**src/rtl/core/dda_pkg.sv**
```systemverilog
package dda_pkg;

    localparam int COORD_BITS        = 12;
    localparam int DEFAULT_FRAC_BITS = 16;
    localparam int COLOR_BITS        = 32;
    localparam int DIM_BITS          = 11;
    localparam int CFG_INDEX_BITS    = 1;
    localparam int CFG_DATA_BITS     = DIM_BITS;

    localparam logic [CFG_INDEX_BITS-1:0] REG_BUFFER_WIDTH  = 1'b0;
    localparam logic [CFG_INDEX_BITS-1:0] REG_BUFFER_HEIGHT = 1'b1;

    localparam logic [DIM_BITS-1:0] BUFFER_WIDTH_RESET  = 11'd200;
    localparam logic [DIM_BITS-1:0] BUFFER_HEIGHT_RESET = 11'd150;

    localparam logic KIND_START = 1'b0;
    localparam logic KIND_TICK  = 1'b1;

    typedef struct packed {
        logic                         kind;
        logic signed [COORD_BITS-1:0] start_x;
        logic signed [COORD_BITS-1:0] start_y;
        logic signed [COORD_BITS-1:0] end_x;
        logic signed [COORD_BITS-1:0] end_y;
        logic [COLOR_BITS-1:0]        line_color;
    } in_item_t;

    typedef struct packed {
        logic signed [COORD_BITS-1:0] pixel_x;
        logic signed [COORD_BITS-1:0] pixel_y;
        logic [COLOR_BITS-1:0]        pixel_color;
        logic                         write_enable;
        logic                         last;
    } out_item_t;

    typedef enum logic [1:0] {
        ST_IDLE,
        ST_DIVIDE,
        ST_ACTIVE
    } state_t;

    typedef struct packed {
        logic load;
        logic div_step;
        logic emit;
    } cmd_t;

    typedef struct packed {
        logic n_zero;
        logic div_last;
        logic steps_one;
        logic out_blocked;
    } status_t;

endpackage

```
**src/rtl/core/dda_ctrl.sv**
```systemverilog
module dda_ctrl
(
    input  logic             clk,
    input  logic             rst_n,
    input  logic             in_valid,
    input  logic             in_kind,
    output logic             in_stall,
    input  dda_pkg::status_t status,
    output dda_pkg::cmd_t    cmd
);
    import dda_pkg::*;

    state_t state_reg;
    state_t state_next;
    logic   accept;

    always_ff @(posedge clk or negedge rst_n)
    begin
        if (!rst_n)
        begin
            state_reg <= ST_IDLE;
        end
        else
        begin
            state_reg <= state_next;
        end
    end

    always_comb
    begin
        in_stall     = (state_reg == ST_DIVIDE) || status.out_blocked;
        accept       = in_valid && !in_stall;
        cmd.load     = accept && (in_kind == KIND_START);
        cmd.emit     = accept && (in_kind == KIND_TICK) && (state_reg == ST_ACTIVE);
        cmd.div_step = (state_reg == ST_DIVIDE);
    end

    always_comb
    begin
        state_next = state_reg;
        case (state_reg)
            ST_IDLE, ST_ACTIVE:
            begin
                if (in_valid && !in_stall && (in_kind == KIND_START))
                begin
                    state_next = status.n_zero ? ST_IDLE : ST_DIVIDE;
                end
                else if (in_valid && !in_stall && (in_kind == KIND_TICK)
                         && (state_reg == ST_ACTIVE) && status.steps_one)
                begin
                    state_next = ST_IDLE;
                end
            end
            ST_DIVIDE:
            begin
                if (status.div_last)
                begin
                    state_next = ST_ACTIVE;
                end
            end
            default:
            begin
                state_next = ST_IDLE;
            end
        endcase
    end

endmodule

```
**src/rtl/core/dda_datapath.sv**
```systemverilog
module dda_datapath
#(
    parameter int FRAC_BITS = dda_pkg::DEFAULT_FRAC_BITS
)
(
    input  logic                                clk,
    input  logic                                rst_n,
    input  dda_pkg::in_item_t                   in_item,
    output dda_pkg::out_item_t                  out_item,
    output logic                                out_valid,
    input  logic                                out_stall,
    input  logic                                cfg_write_enable,
    input  logic [dda_pkg::CFG_INDEX_BITS-1:0]  cfg_index,
    input  logic [dda_pkg::CFG_DATA_BITS-1:0]   cfg_data,
    input  dda_pkg::cmd_t                       cmd,
    output dda_pkg::status_t                    status
);
    import dda_pkg::*;

    localparam int CW    = COORD_BITS;
    localparam int DW    = CW + 1;
    localparam int RW    = CW + 1;
    localparam int QW    = FRAC_BITS + 1;
    localparam int SW    = FRAC_BITS + 2;
    localparam int PW    = CW + 1 + FRAC_BITS;
    localparam int CNT_W = $clog2(FRAC_BITS + 1);
    localparam int CMPW  = ((CW > DIM_BITS) ? CW : DIM_BITS) + 1;

    logic [DIM_BITS-1:0]   width_reg;
    logic [DIM_BITS-1:0]   height_reg;

    logic signed [PW-1:0]  pos_x_reg;
    logic signed [PW-1:0]  pos_y_reg;
    logic signed [SW-1:0]  step_x_reg;
    logic signed [SW-1:0]  step_y_reg;
    logic [CW-1:0]         steps_left_reg;
    logic [COLOR_BITS-1:0] color_reg;
    logic [CW-1:0]         n_reg;
    logic [RW-1:0]         rem_x_reg;
    logic [RW-1:0]         rem_y_reg;
    logic [QW-1:0]         q_x_reg;
    logic [QW-1:0]         q_y_reg;
    logic                  neg_x_reg;
    logic                  neg_y_reg;
    logic [CNT_W-1:0]      cnt_reg;
    logic                  out_valid_reg;
    logic                  out_valid_next;
    out_item_t             out_item_reg;

    logic signed [DW-1:0]  dx;
    logic signed [DW-1:0]  dy;
    logic [DW-1:0]         adx_full;
    logic [DW-1:0]         ady_full;
    logic [CW-1:0]         adx;
    logic [CW-1:0]         ady;
    logic [CW-1:0]         n_new;

    logic                  bit_x;
    logic                  bit_y;
    logic [RW-1:0]         sub_x;
    logic [RW-1:0]         sub_y;
    logic [QW-1:0]         q_x_next;
    logic [QW-1:0]         q_y_next;
    logic signed [SW-1:0]  step_x_new;
    logic signed [SW-1:0]  step_y_new;

    logic signed [CW:0]    int_x;
    logic signed [CW:0]    int_y;
    logic                  in_bounds;
    logic [CMPW-1:0]       cmp_x;
    logic [CMPW-1:0]       cmp_y;

    always_comb
    begin
        dx = $signed({in_item.end_x[CW-1], in_item.end_x})
           - $signed({in_item.start_x[CW-1], in_item.start_x});
        dy = $signed({in_item.end_y[CW-1], in_item.end_y})
           - $signed({in_item.start_y[CW-1], in_item.start_y});
        adx_full = dx[DW-1] ? DW'(-dx) : DW'(dx);
        ady_full = dy[DW-1] ? DW'(-dy) : DW'(dy);
        adx   = adx_full[CW-1:0];
        ady   = ady_full[CW-1:0];
        n_new = (adx >= ady) ? adx : ady;
    end

    always_comb
    begin
        bit_x    = (rem_x_reg >= {1'b0, n_reg});
        bit_y    = (rem_y_reg >= {1'b0, n_reg});
        sub_x    = bit_x ? (rem_x_reg - {1'b0, n_reg}) : rem_x_reg;
        sub_y    = bit_y ? (rem_y_reg - {1'b0, n_reg}) : rem_y_reg;
        q_x_next = {q_x_reg[QW-2:0], bit_x};
        q_y_next = {q_y_reg[QW-2:0], bit_y};
        step_x_new = neg_x_reg ? -$signed({1'b0, q_x_next}) : $signed({1'b0, q_x_next});
        step_y_new = neg_y_reg ? -$signed({1'b0, q_y_next}) : $signed({1'b0, q_y_next});
    end

    always_comb
    begin
        int_x = pos_x_reg[PW-1:FRAC_BITS]
              + $signed({{CW{1'b0}}, pos_x_reg[PW-1] && (|pos_x_reg[FRAC_BITS-1:0])});
        int_y = pos_y_reg[PW-1:FRAC_BITS]
              + $signed({{CW{1'b0}}, pos_y_reg[PW-1] && (|pos_y_reg[FRAC_BITS-1:0])});
        cmp_x  = CMPW'(int_x[CW-1:0]);
        cmp_y  = CMPW'(int_y[CW-1:0]);
        in_bounds = !int_x[CW] && !int_y[CW]
                 && (cmp_x < CMPW'(width_reg)) && (cmp_y < CMPW'(height_reg));
    end

    always_comb
    begin
        status.n_zero      = (n_new == '0);
        status.div_last    = (cnt_reg == '0);
        status.steps_one   = (steps_left_reg == CW'(1));
        status.out_blocked = out_valid_reg && out_stall;
        out_valid_next     = cmd.emit ? 1'b1 : (out_stall ? out_valid_reg : 1'b0);
    end

    always_ff @(posedge clk or negedge rst_n)
    begin
        if (!rst_n)
        begin
            width_reg      <= BUFFER_WIDTH_RESET;
            height_reg     <= BUFFER_HEIGHT_RESET;
            out_valid_reg  <= 1'b0;
            cnt_reg        <= '0;
            steps_left_reg <= '0;
        end
        else
        begin
            if (cfg_write_enable)
            begin
                case (cfg_index)
                    REG_BUFFER_WIDTH:  width_reg  <= cfg_data;
                    REG_BUFFER_HEIGHT: height_reg <= cfg_data;
                    default:           width_reg  <= width_reg;
                endcase
            end
            out_valid_reg <= out_valid_next;
            if (cmd.load)
            begin
                cnt_reg        <= CNT_W'(FRAC_BITS);
                steps_left_reg <= n_new;
            end
            else
            begin
                if (cmd.div_step && (cnt_reg != '0))
                begin
                    cnt_reg <= cnt_reg - CNT_W'(1);
                end
                if (cmd.emit)
                begin
                    steps_left_reg <= steps_left_reg - CW'(1);
                end
            end
        end
    end

    always_ff @(posedge clk)
    begin
        if (cmd.load)
        begin
            pos_x_reg  <= $signed({in_item.start_x[CW-1], in_item.start_x, {FRAC_BITS{1'b0}}});
            pos_y_reg  <= $signed({in_item.start_y[CW-1], in_item.start_y, {FRAC_BITS{1'b0}}});
            color_reg  <= in_item.line_color;
            n_reg      <= n_new;
            rem_x_reg  <= {1'b0, adx};
            rem_y_reg  <= {1'b0, ady};
            neg_x_reg  <= dx[DW-1];
            neg_y_reg  <= dy[DW-1];
            q_x_reg    <= '0;
            q_y_reg    <= '0;
        end
        else if (cmd.div_step)
        begin
            rem_x_reg <= {sub_x[CW-1:0], 1'b0};
            rem_y_reg <= {sub_y[CW-1:0], 1'b0};
            q_x_reg   <= q_x_next;
            q_y_reg   <= q_y_next;
            if (cnt_reg == '0)
            begin
                step_x_reg <= step_x_new;
                step_y_reg <= step_y_new;
            end
        end
        else if (cmd.emit)
        begin
            pos_x_reg <= pos_x_reg + $signed({{(PW-SW){step_x_reg[SW-1]}}, step_x_reg});
            pos_y_reg <= pos_y_reg + $signed({{(PW-SW){step_y_reg[SW-1]}}, step_y_reg});
        end

        if (cmd.emit)
        begin
            out_item_reg.pixel_x      <= int_x[CW-1:0];
            out_item_reg.pixel_y      <= int_y[CW-1:0];
            out_item_reg.pixel_color  <= color_reg;
            out_item_reg.write_enable <= in_bounds;
            out_item_reg.last         <= (steps_left_reg == CW'(1));
        end
    end

    assign out_valid = out_valid_reg;
    assign out_item  = out_item_reg;

endmodule

```
**src/rtl/core/dda_line_pixel_generator.sv**
```systemverilog
// Line rasteriser using a digital differential analyser. A start transfer loads the endpoints
// and colour; the two fixed-point increments are then formed by two restoring dividers
// working side by side, each producing one quotient bit per cycle, so the input is stalled
// while the division runs before ticks are taken. Each tick transfer then yields one pixel
// per clock through the output register when the output is not stalled; that register holds
// off input only while a result waits under stall. A zero-length line needs no division and
// is done at once.
module dda_line_pixel_generator
#(
    parameter int FRAC_BITS = dda_pkg::DEFAULT_FRAC_BITS
)
(
    input  logic                                clk,
    input  logic                                rst_n,
    input  logic                                in_valid,
    output logic                                in_stall,
    input  dda_pkg::in_item_t                   in_item,
    output logic                                out_valid,
    input  logic                                out_stall,
    output dda_pkg::out_item_t                  out_item,
    input  logic                                cfg_write_enable,
    input  logic [dda_pkg::CFG_INDEX_BITS-1:0]  cfg_index,
    input  logic [dda_pkg::CFG_DATA_BITS-1:0]   cfg_data
);
    import dda_pkg::*;

    cmd_t    cmd;
    status_t status;

    dda_ctrl u_ctrl
    (
        .clk      (clk),
        .rst_n    (rst_n),
        .in_valid (in_valid),
        .in_kind  (in_item.kind),
        .in_stall (in_stall),
        .status   (status),
        .cmd      (cmd)
    );

    dda_datapath
    #(
        .FRAC_BITS (FRAC_BITS)
    )
    u_datapath
    (
        .clk              (clk),
        .rst_n            (rst_n),
        .in_item          (in_item),
        .out_item         (out_item),
        .out_valid        (out_valid),
        .out_stall        (out_stall),
        .cfg_write_enable (cfg_write_enable),
        .cfg_index        (cfg_index),
        .cfg_data         (cfg_data),
        .cmd              (cmd),
        .status           (status)
    );

endmodule
```
**config.mk**
```make
export PLATFORM = sky130hd
export DESIGN_NAME = dda_line_pixel_generator
export DESIGN_NICKNAME = d
export VERILOG_FILES = /design/src/rtl/core/dda_pkg.sv /design/src/rtl/core/dda_ctrl.sv /design/src/rtl/core/dda_datapath.sv /design/src/rtl/core/dda_line_pixel_generator.sv
export SDC_FILE = /design/constraint.sdc
export NUM_CORES = 1
export LEC_CHECK = 0
export ABC_CLOCK_PERIOD_IN_PS = 6540
export BUFFER_PORTS_ARGS = -buffer_cell sky130_fd_sc_hd__buf_2
export CAP_MARGIN = 20
export CORE_MARGIN = 2
export CORE_UTILIZATION = 30
export CTS_CLUSTER_DIAMETER = 50
export DETAILED_ROUTE_END_ITERATION = 7
export PLACE_DENSITY_LB_ADDON = 0.15
export SETUP_SLACK_MARGIN = 0.1
export SYNTH_ARGS = -nofsm -noshare
export SYNTH_HDL_FRONTEND = slang
export SYNTH_HIERARCHICAL = 1
export SYNTH_SLANG_ARGS = --single-unit
```
**constraint.sdc**
```tcl
create_clock -name clk -period 6.54 [get_ports clk]
set_input_delay 1.308 -clock clk [delete_from_list [all_inputs] [get_ports clk]]
set_output_delay 1.308 -clock clk [all_outputs]
set_load 0.01 [all_outputs]
```
==> impl_metrics.env, run 1 <==
export IMPL_status="finished clean"
export IMPL_pre_cts_slack_ns=0.178
export IMPL_dpl_cell_area_um2=20200
export IMPL_tns_ns=0
export IMPL_wirelength_um=51400
export IMPL_track_usage_pct=16.2
export IMPL_drtIter0Drc=749
export IMPL_cts_resized=0
export IMPL_worst_pin_slew_ns=0.941
export IMPL_slew_viol_final=0
export IMPL_synth_area_per_cell_um2=10.2
export IMPL_synth_edf_count=190
export IMPL_nets=2238
export IMPL_p_per_area_nw_per_um2=387
export IMPL_ys_seq_area_share_pct=44.0
export IMPL_cts_setup_buffers=0
export IMPL_crit_arrival_ns=6.24
export IMPL_h_tree_depth=2
export IMPL_crit_required_ns=7.01
export IMPL_path_clk_slew_ns=0.06
export IMPL_synth_area_um2=18400
export IMPL_pwr_share_seq_pct=33.0
export IMPL_grt_pass1_vias=13700
export IMPL_leakagePower_uw=0.00927
export IMPL_async_flop_share_pct=14.1
export IMPL_combPwrFrac_pct=33.9
export IMPL_synth_area_leader_cell="edfxtp_1"
export IMPL_viasPerCell=4.93
export IMPL_cap_violations=0
export IMPL_finalPower_uw=8520
export IMPL_hold_violations=0
export IMPL_first_pass_iters=4
export IMPL_setup_ws_ns=0.773
export IMPL_clockPowerShare_pct=33.1
export IMPL_worst_path_max_fanout=13
export IMPL_cts_root_buf="clkbuf_16"
export IMPL_switchingPower_uw=3020
export IMPL_p_int_uw=5500
export IMPL_gp_congestion=0.823
export IMPL_gr_total_overflow=0
export IMPL_fmax_ghz=0.173
export IMPL_grt_max_degree=111
export IMPL_dr_total_vias=13900
export IMPL_ys_types=96
export IMPL_ant_nets=0
export IMPL_synthToLayoutAreaGrowth_pct=19.7
export IMPL_die_w_um=251
export IMPL_postSynthCellCount=1794
export IMPL_std_cell_rows=90
export IMPL_ys_seq_elements=298
export IMPL_cts_made_buffers=52
export IMPL_min_period_ns=5.77
export IMPL_clk_path_buf_depth=3
export IMPL_final_cell_area_um2=22000
export IMPL_syn_nets=2046
export IMPL_drc=0
export IMPL_num_io_pins=158
export IMPL_cts_tree="built"
export IMPL_io_buffer_count=157
export IMPL_initial_core_util_pct=30.4
export IMPL_antenna_found_initial=9
export IMPL_layout_worst_path_cycle_share_pct=88.2
export IMPL_largest_reg_flops=58
export IMPL_grt_pass1_wl_um=79600
export IMPL_vdd_ir_drop_max_uv=216
export IMPL_fp_dieArea_um2=63200
export IMPL_setup_viol=0
export IMPL_die_height_um=251
export IMPL_core_area_um2=60500
export IMPL_insertion_delay_ns=0.59
export IMPL_p_sw_share_pct=35.4
export IMPL_maxSlewHeadroom_pct=37.3
export IMPL_rrSetupSlack_ns=2.44
export IMPL_synth_top_cells_by_area="edfxtp_1 (31%), ha_1 (10%), dfxtp_1 (7.2%)"
export IMPL_holdBufCountCts=0
export IMPL_skew_ns=0.0226
export IMPL_dominantRegCellSynth="edfxtp_1"
export IMPL_crit_type="input pin to flip-flop"
export IMPL_layout_drive_gt1_share_pct=18.0
export IMPL_yosys_warnings=6
export IMPL_hold_class="flip-flop to flip-flop"
export IMPL_wire_per_inst_um=18.3
export IMPL_synth_top_cell_area_share_pct=31.0
export IMPL_cts_sinks=298
export IMPL_end_kind="flip-flop"
export IMPL_rsz0062_at_grt="false"
export IMPL_dpl_hpwl_um=38900
export IMPL_critPathLaunchType="input pin"
[per-stage QoR]
step           hold WS, ns  std cells  util [%]
6_report             0.414       2813      36.4
5_1_grt              0.411       2811      36.4
4_1_cts              0.410       2811      36.4
3_5_place_dp         0.406       2714      33.4
3_3_place_gp         0.400       2714      33.4
2_1_floorplan        0.400       1794         -
[power groups by stage]
stage | sequential [uW] | combinational, uW | clock, uW
6_report | 2810 | 2890 | 2820
5_1_grt | 2860 | 3260 | 2990
4_1_cts | 2810 | 2920 | 2890
3_5_place_dp | 2840 | 2910 | 0
3_3_place_gp | 2830 | 2890 | 0
2_1_floorplan | 2740 | 2170 | 0
[final timing paths]
kind,cells after the start,endpoint,start
worst max-delay path,19,u_ctrl/state_reg[0],in_item[68]
worst min-delay path,0,u_datapath/out_item[32],u_datapath/color_reg[30]
worst max register to register,14,u_datapath/rem_y_reg[7],u_datapath/n_reg[1]
worst min register to register,0,u_datapath/out_item[32],u_datapath/color_reg[30]
max in group asynchronous,2,u_ctrl/state_reg[0],rst_n
min in group asynchronous,2,u_datapath/width_reg[4],rst_n
[logic make-up (layout without fill, tap and decap cells)]
family	count (synthesis)	after routing	share of synthesized area (%)
xor+xnor	143	143	7.22
fa+ha+maj	154	154	10.7
flops	298	298	44.0
simple gates	500	500	13.5
buf+inv	190	425	3.98
compound gates	424	424	15.6
other cells	0	2	0
mux	85	85	4.88
[worst max-delay path, cell delays in order]
cell and delay (ns):
buf_2 0.16, ha_1 0.23, fa_1 0.44, nor2b_4 0.14, o22ai_1 0.09, xnor2_1 0.27, a2111oi_4 0.42, nand2_2 0.13
nor4_1 0.28, mux2_4 0.34, a211o_4 0.37, ha_1 0.30, nand2_1 0.06, a21oi_1 0.12, a221o_1 0.55, mux2_2 0.44
nand4_1 0.18, nor4b_4 0.07, o41ai_1 0.33
[area by class of cell]
cell class	count	area, um^2
Fill cell	6052	38500
Multi-Input combinational cell	1306	9590
Sequential cell	298	8090
Clock buffer	59	1330
Timing Repair Buffer	187	1020
Tap cell	782	978
Inverter	141	529
Clock inverter	38	465
Antenna cell	2	5.00
[cell usage in the layout (no fill, tap or decap), types with 15 or more instances in the layout]
cell,synthesis,routed
xor2_1,55,55
buf_4,2,29
nor3_1,33,31
nor4_1,18,18
o21ai_0,100,100
a211oi_1,20,20
a21o_1,54,54
nor2b_1,20,19
nand2_1,141,141
a21oi_1,107,107
mux2_2,23,23
ha_1,148,148
mux2i_1,60,60
nor2_1,126,126
or3_1,15,15
dfrtp_1,35,35
clkbuf_16,0,52
dfxtp_1,66,66
nand2b_1,31,31
edfxtp_1,190,190
buf_2,3,157
nand3_1,38,38
xnor2_1,81,81
inv_1,139,139
[routing by layer]
metal	track usage (%)	wire (um)	up-vias
li1	-	-	6911
met1	23.2	25600	6604
met2	24.8	22300	275
met3	3.19	2470	67
met4	4.00	974	2
met5	0	14	-
[Yosys cell counts, drive strengths merged (33+ instances only)]
master,number
a21o,54
dfrtp,35
nor2,126
inv,141
dfxtp,66
nor3,33
xnor2,85
nand2,143
mux2i,61
o21ai,105
clkbuf,38
ha,148
a21oi,107
xor2,58
nand3,38
edfxtp,190
Note: power is estimated with default switching activity, not from simulation.
==> inputs of run 2 (changes only) <==
--- a/config.mk
+++ b/config.mk
@@ -8,7 +8,6 @@
 export ABC_CLOCK_PERIOD_IN_PS = 6540
 export BUFFER_PORTS_ARGS = -buffer_cell sky130_fd_sc_hd__buf_2
 export CAP_MARGIN = 20
-export CORE_MARGIN = 2
 export CORE_UTILIZATION = 30
 export CTS_CLUSTER_DIAMETER = 50
 export DETAILED_ROUTE_END_ITERATION = 7
==> run 2 against run 1 <==
Power decreased by 1.3%. Register-to-register slack worse by 0.11 ns. Critical endpoint unchanged. Clock skew increased by 0.022 ns. Clock power decreased by 5%. Maximum frequency increased by 0.65%. Count of clock-buffer cells in the layout increased by 1. Sequential share of layout area up 0.11 points. Utilization fell by 0.11 points.
==> impl_metrics.env, run 2 (synthesis gave the netlist of run 1 again) <==
export IMPL_path_clk_slew_ns=0.06
export IMPL_gr_total_overflow=0
export IMPL_grt_pass1_wl_um=79500
export IMPL_grt_met2_usage_pct=25.0
export IMPL_worstHoldStart="u_datapath/color_reg[31]"
export IMPL_die_height_um=249
export IMPL_dr_total_vias=14000
export IMPL_worst_path_dominant_cell_family="compound AO/OA/AOI/OAI gates"
export IMPL_viasPerCell=5.00
export IMPL_r2r_end="u_datapath/rem_x_reg[11]"
export IMPL_dpl_hpwl_um=38700
export IMPL_reg2reg_from="u_datapath/n_reg[1]"
export IMPL_hold_depth=0
export IMPL_hold_class="flip-flop to flip-flop"
export IMPL_insertion_delay_ns=0.60
export IMPL_p_sw_share_pct=35.4
export IMPL_slowest_delay_ns=0.50
export IMPL_cap_violations=0
export IMPL_first_pass_iters=5
export IMPL_layout_drive_gt1_share_pct=17.9
export IMPL_grt_use_met1_pct=23.1
export IMPL_fmax_ghz=0.175
export IMPL_core_area_um2=60500
export IMPL_track_usage_pct=16.4
export IMPL_std_cell_rows=90
export IMPL_critPathLaunchType="input pin"
export IMPL_crit_arrival_ns=6.20
export IMPL_instances_no_fill=2810
export IMPL_grt_max_degree=115
export IMPL_critPathBufInv=2
export IMPL_final_common_cell="edfxtp_1"
export IMPL_cts_root_buf="clkbuf_16"
export IMPL_grt_busiest_layer="met2"
export IMPL_rrSetupSlack_ns=2.33
export IMPL_p_int_uw=5440
export IMPL_io_buffer_count=157
export IMPL_worst_pin_slew_ns=1.02
export IMPL_wirelength_um=51200
export IMPL_fp_dieArea_um2=62200
export IMPL_layout_worst_path_cycle_share_pct=87.6
export IMPL_synthToLayoutAreaGrowth_pct=19.4
export IMPL_status="finished clean"
export IMPL_cts_tree="built"
export IMPL_gp_congestion=0.853
export IMPL_slowest_stage="a221o_1"
export IMPL_leakagePower_uw=0.00924
export IMPL_drtIter0Drc=737
export IMPL_clk_path_buf_depth=3
export IMPL_h_tree_depth=2
export IMPL_crit_type="input pin to flip-flop"
export IMPL_final_cell_mix="edfxtp_1 (190), buf_2 (157), ha_1 (148)"
export IMPL_holdBufCountCts=0
export IMPL_crit_chain="buf_2, ha_1, fa_1, nor2b_4, o2111ai_1, and4bb_4, o211ai_1, nand2_2, o31a_1, xor2_1, inv_1, ha_1, a21oi_1, o21ai_0, nor3_1, o21ai_0, a221o_1, mux2i_1, nor4_1, nand2_1, nor4b_4, o41ai_1"
export IMPL_ant_nets=0
export IMPL_min_period_ns=5.73
export IMPL_drc=0
export IMPL_pwr_share_seq_pct=33.4
export IMPL_die_w_um=249
export IMPL_antenna_found_initial=8
export IMPL_end_kind="flip-flop"
export IMPL_critPathLaunch="in_item[68]"
export IMPL_hold_path_end="u_datapath/out_item[33]"
export IMPL_p_per_area_nw_per_um2=383
export IMPL_wire_per_inst_um=18.2
export IMPL_grt_pass1_vias=13900
export IMPL_crit_required_ns=7.02
export IMPL_hold_violations=0
export IMPL_grt_use_met3_pct=3.01
export IMPL_clockPowerShare_pct=31.9
export IMPL_maxSlewHeadroom_pct=31.8
export IMPL_setup_viol=0
export IMPL_switchingPower_uw=2980
export IMPL_cts_resized=0
export IMPL_vdd_ir_drop_max_uv=235
export IMPL_place_inst=2715
export IMPL_setup_ws_ns=0.810
export IMPL_cts_setup_buffers=0
export IMPL_cts_made_buffers=48
export IMPL_slew_viol_final=0
export IMPL_largest_reg_flops=58
export IMPL_combPwrFrac_pct=34.7
export IMPL_cts_sinks=298
export IMPL_pre_cts_slack_ns=0.172
export IMPL_num_io_pins=158
export IMPL_finalPower_uw=8410
export IMPL_reg2regPathDepth=14
export IMPL_rsz0062_at_grt="false"
export IMPL_initial_core_util_pct=30.4
export IMPL_tns_ns=0
export IMPL_nets=2235
export IMPL_worst_path_max_fanout=11
export IMPL_skew_ns=0.0446
[run 2: metrics by stage]
step	hold WS [ns]	utilization (%)	area [um^2]
global placement	0.401	33.4	20200
floorplan	0.400	-	18400
finish	0.414	36.3	21900
detailed placement	0.405	33.4	20200
CTS	0.415	36.3	21900
global route	0.422	36.3	21900
[run 2: layout make-up]
class / count / area [um^2]
fillers: 6053 / 38500
well taps: 782 / 978
clock inverters: 30 / 362
clock buffers: 60 / 1350
diodes: 5 / 12.5
multi-input cells: 1306 / 9590
flip-flops and latches: 298 / 8090
inverters: 141 / 529
repair buffers: 188 / 1030
[run 2: worst max path at each step]
stage	to	slack [ns]	cells past startpoint
final	u_ctrl/state_reg[0]	0.81	22
after global routing	u_ctrl/state_reg[0]	0.46	22
after CTS	u_ctrl/state_reg[0]	0.84	19
after detailed placement	u_ctrl/state_reg[0]	0.17	19
after global placement	u_ctrl/state_reg[0]	0.35	19
after floorplan	u_ctrl/state_reg[0]	0.74	21
[run 2: power groups by stage]
stage	clock network [uW]	logic, uW	registers (uW)
2_1_floorplan	0	2170	2740
3_3_place_gp	0	2920	2830
3_5_place_dp	0	2920	2840
4_1_cts	2770	2950	2810
5_1_grt	2830	3270	2860
6_report	2680	2920	2810
[run 2: per-layer routing]
layer | vias up | share of wire (%)
met5 | - | 0.045
met4 | 4 | 2.9
met3 | 84 | 4.9
met2 | 342 | 43
met1 | 6704 | 50
li1 | 6914 | -
==> inputs of run 3 (changes only) <==
--- a/config.mk
+++ b/config.mk
@@ -8,6 +8,8 @@
 export ABC_CLOCK_PERIOD_IN_PS = 6540
 export BUFFER_PORTS_ARGS = -buffer_cell sky130_fd_sc_hd__buf_2
 export CAP_MARGIN = 20
+export CELL_PAD_IN_SITES_DETAIL_PLACEMENT = 1
+export CELL_PAD_IN_SITES_GLOBAL_PLACEMENT = 2
 export CORE_UTILIZATION = 30
 export CTS_CLUSTER_DIAMETER = 50
 export DETAILED_ROUTE_END_ITERATION = 7
==> run 3 against run 2 <==
Sequential share of layout area rose by 0.095 points. Critical path type unchanged. Count of clock-buffer cells in the layout fell by 4. Maximum frequency fell by 0.74%. Cell count barely moved. Via count increased by 0.29%. Highest routed layer unchanged.
==> impl_metrics.env, run 3 (synthesis gave the netlist of run 1 again) <==
export IMPL_wire_per_inst_um=19.3
export IMPL_critPathLaunchType="input pin"
export IMPL_ant_nets=0
export IMPL_cts_sinks=298
export IMPL_die_w_um=249
export IMPL_min_period_ns=5.77
export IMPL_viasPerCell=5.01
export IMPL_crit_type="input pin to flip-flop"
export IMPL_first_pass_iters=4
export IMPL_p_per_area_nw_per_um2=382
export IMPL_leakagePower_uw=0.00922
export IMPL_synthToLayoutAreaGrowth_pct=19.1
export IMPL_path_clk_slew_ns=0.05
export IMPL_num_io_pins=158
export IMPL_track_usage_pct=17.6
export IMPL_worst_path_max_fanout=10
export IMPL_timing_hold_ws_ns=0.412
export IMPL_gp_congestion=0.823
export IMPL_cts_made_buffers=50
export IMPL_cts_resized=0
export IMPL_hold_class="flip-flop to flip-flop"
export IMPL_final_common_cell="edfxtp_1"
export IMPL_setup_viol=0
export IMPL_crit_required_ns=7.03
export IMPL_h_tree_depth=2
export IMPL_layout_drive_gt1_share_pct=18.0
export IMPL_initial_core_util_pct=30.4
export IMPL_layout_worst_path_cycle_share_pct=88.3
export IMPL_fp_dieArea_um2=62200
export IMPL_cts_root_buf="clkbuf_16"
export IMPL_rsz0062_at_grt="false"
export IMPL_slew_viol_final=0
export IMPL_fmax_ghz=0.173
export IMPL_grt_pass1_vias=14900
export IMPL_dpl_hpwl_um=41400
export IMPL_grt_pass1_wl_um=85800
export IMPL_hold_violations=0
export IMPL_clk_path_buf_depth=3
export IMPL_core_area_um2=60500
export IMPL_end_kind="flip-flop"
export IMPL_place_inst=2716
export IMPL_holdBufCountCts=0
export IMPL_tns_ns=0
export IMPL_vdd_ir_drop_max_uv=197
export IMPL_grt_max_degree=67
export IMPL_worst_pin_slew_ns=0.885
export IMPL_cts_setup_buffers=0
export IMPL_nets=2238
export IMPL_cap_violations=0
export IMPL_largest_reg_flops=58
export IMPL_crit_arrival_ns=6.26
export IMPL_die_height_um=249
export IMPL_drtIter0Drc=590
export IMPL_maxSlewHeadroom_pct=41.0
export IMPL_status="finished clean"
export IMPL_final_cell_mix="edfxtp_1 (190), buf_2 (157), ha_1 (148)"
export IMPL_drc=0
export IMPL_antenna_found_initial=2
export IMPL_io_buffer_count=157
export IMPL_wirelength_um=54400
export IMPL_cts_tree="built"
export IMPL_instances_no_fill=2811
export IMPL_insertion_delay_ns=0.61
export IMPL_dr_total_vias=14100
export IMPL_skew_ns=0.0292
export IMPL_gr_total_overflow=0
export IMPL_std_cell_rows=90
run 3: changes by cell type in the layout (fill, tap and decap cells not counted), sizes merged:
cell      change
inv           +4
diode         -4
clkinvlp      +2
bufinv        -2
clkbuf        -4
buf           +1
clkinv        +4
run 3: layer usage:
layer / global-route usage (%) / wire [um] / up-vias
li1: - / - / 6906
met1: 24.1 / 26300 / 6869
met2: 28.3 / 24700 / 239
met3: 2.74 / 2000 / 73
met4: 5.54 / 1390 / 2
met5: 0 / 20 / -
run 3: power by group:
part           total (uW)  switching, uW  leakage, uW  internal [uW]
sequential           2810            302      0.00278           2510
combinational        2930           1700      0.00564           1230
clock                2610           1040     0.000802           1580
run 3: path summary, 6_finish.rpt:
kind,startpoint,end,slack (ns),cells past startpoint
worst max-delay path,in_item[56],u_ctrl/state_reg[0],0.77,21
worst min register to register,u_datapath/color_reg[5],u_datapath/out_item[7],0.41,0
min in group asynchronous,rst_n,u_datapath/width_reg[4],0.81,2
max in group asynchronous,rst_n,u_datapath/cnt_reg[1],5.23,2
worst max register to register,u_datapath/n_reg[1],u_datapath/step_y_reg[8],2.59,15
worst min-delay path,u_datapath/color_reg[5],u_datapath/out_item[7],0.41,0
run 3: metrics by stage:
step,setup slack [ns],instance area (um^2),total power (uW),util [%]
6_report,0.768,21900,8350,36.2
2_1_floorplan,0.737,18400,4910,-
5_1_grt,0.380,21900,8920,36.2
3_5_place_dp,0.136,20200,5790,33.4
4_1_cts,0.777,21900,8490,36.2
3_3_place_gp,0.248,20200,5750,33.4
run 3: worst max-delay path: stages:
cell	delay, ns
buf_2	0.14
ha_1	0.21
fa_1	0.40
nor2b_1	0.21
o2111ai_2	0.18
a311oi_1	0.38
o31a_1	0.45
nor2_1	0.08
a21oi_1	0.41
inv_1	0.09
ha_1	0.28
a21o_1	0.16
a21o_1	0.17
a21oi_1	0.14
o21ai_0	0.12
a221o_1	0.43
buf_4	0.23
mux2_2	0.31
nand4_1	0.16
nor4b_4	0.06
o41ai_1	0.33
run 3: final cells by class:
class                   count  area (um^2)
flip-flops and latches    298         8090
inverters                 141          529
clock inverters            38          374
multi-input cells        1306         9590
diodes                      1         2.50
fillers                  6792        38600
repair buffers            189         1030
clock buffers              56         1290
well taps                 782          978
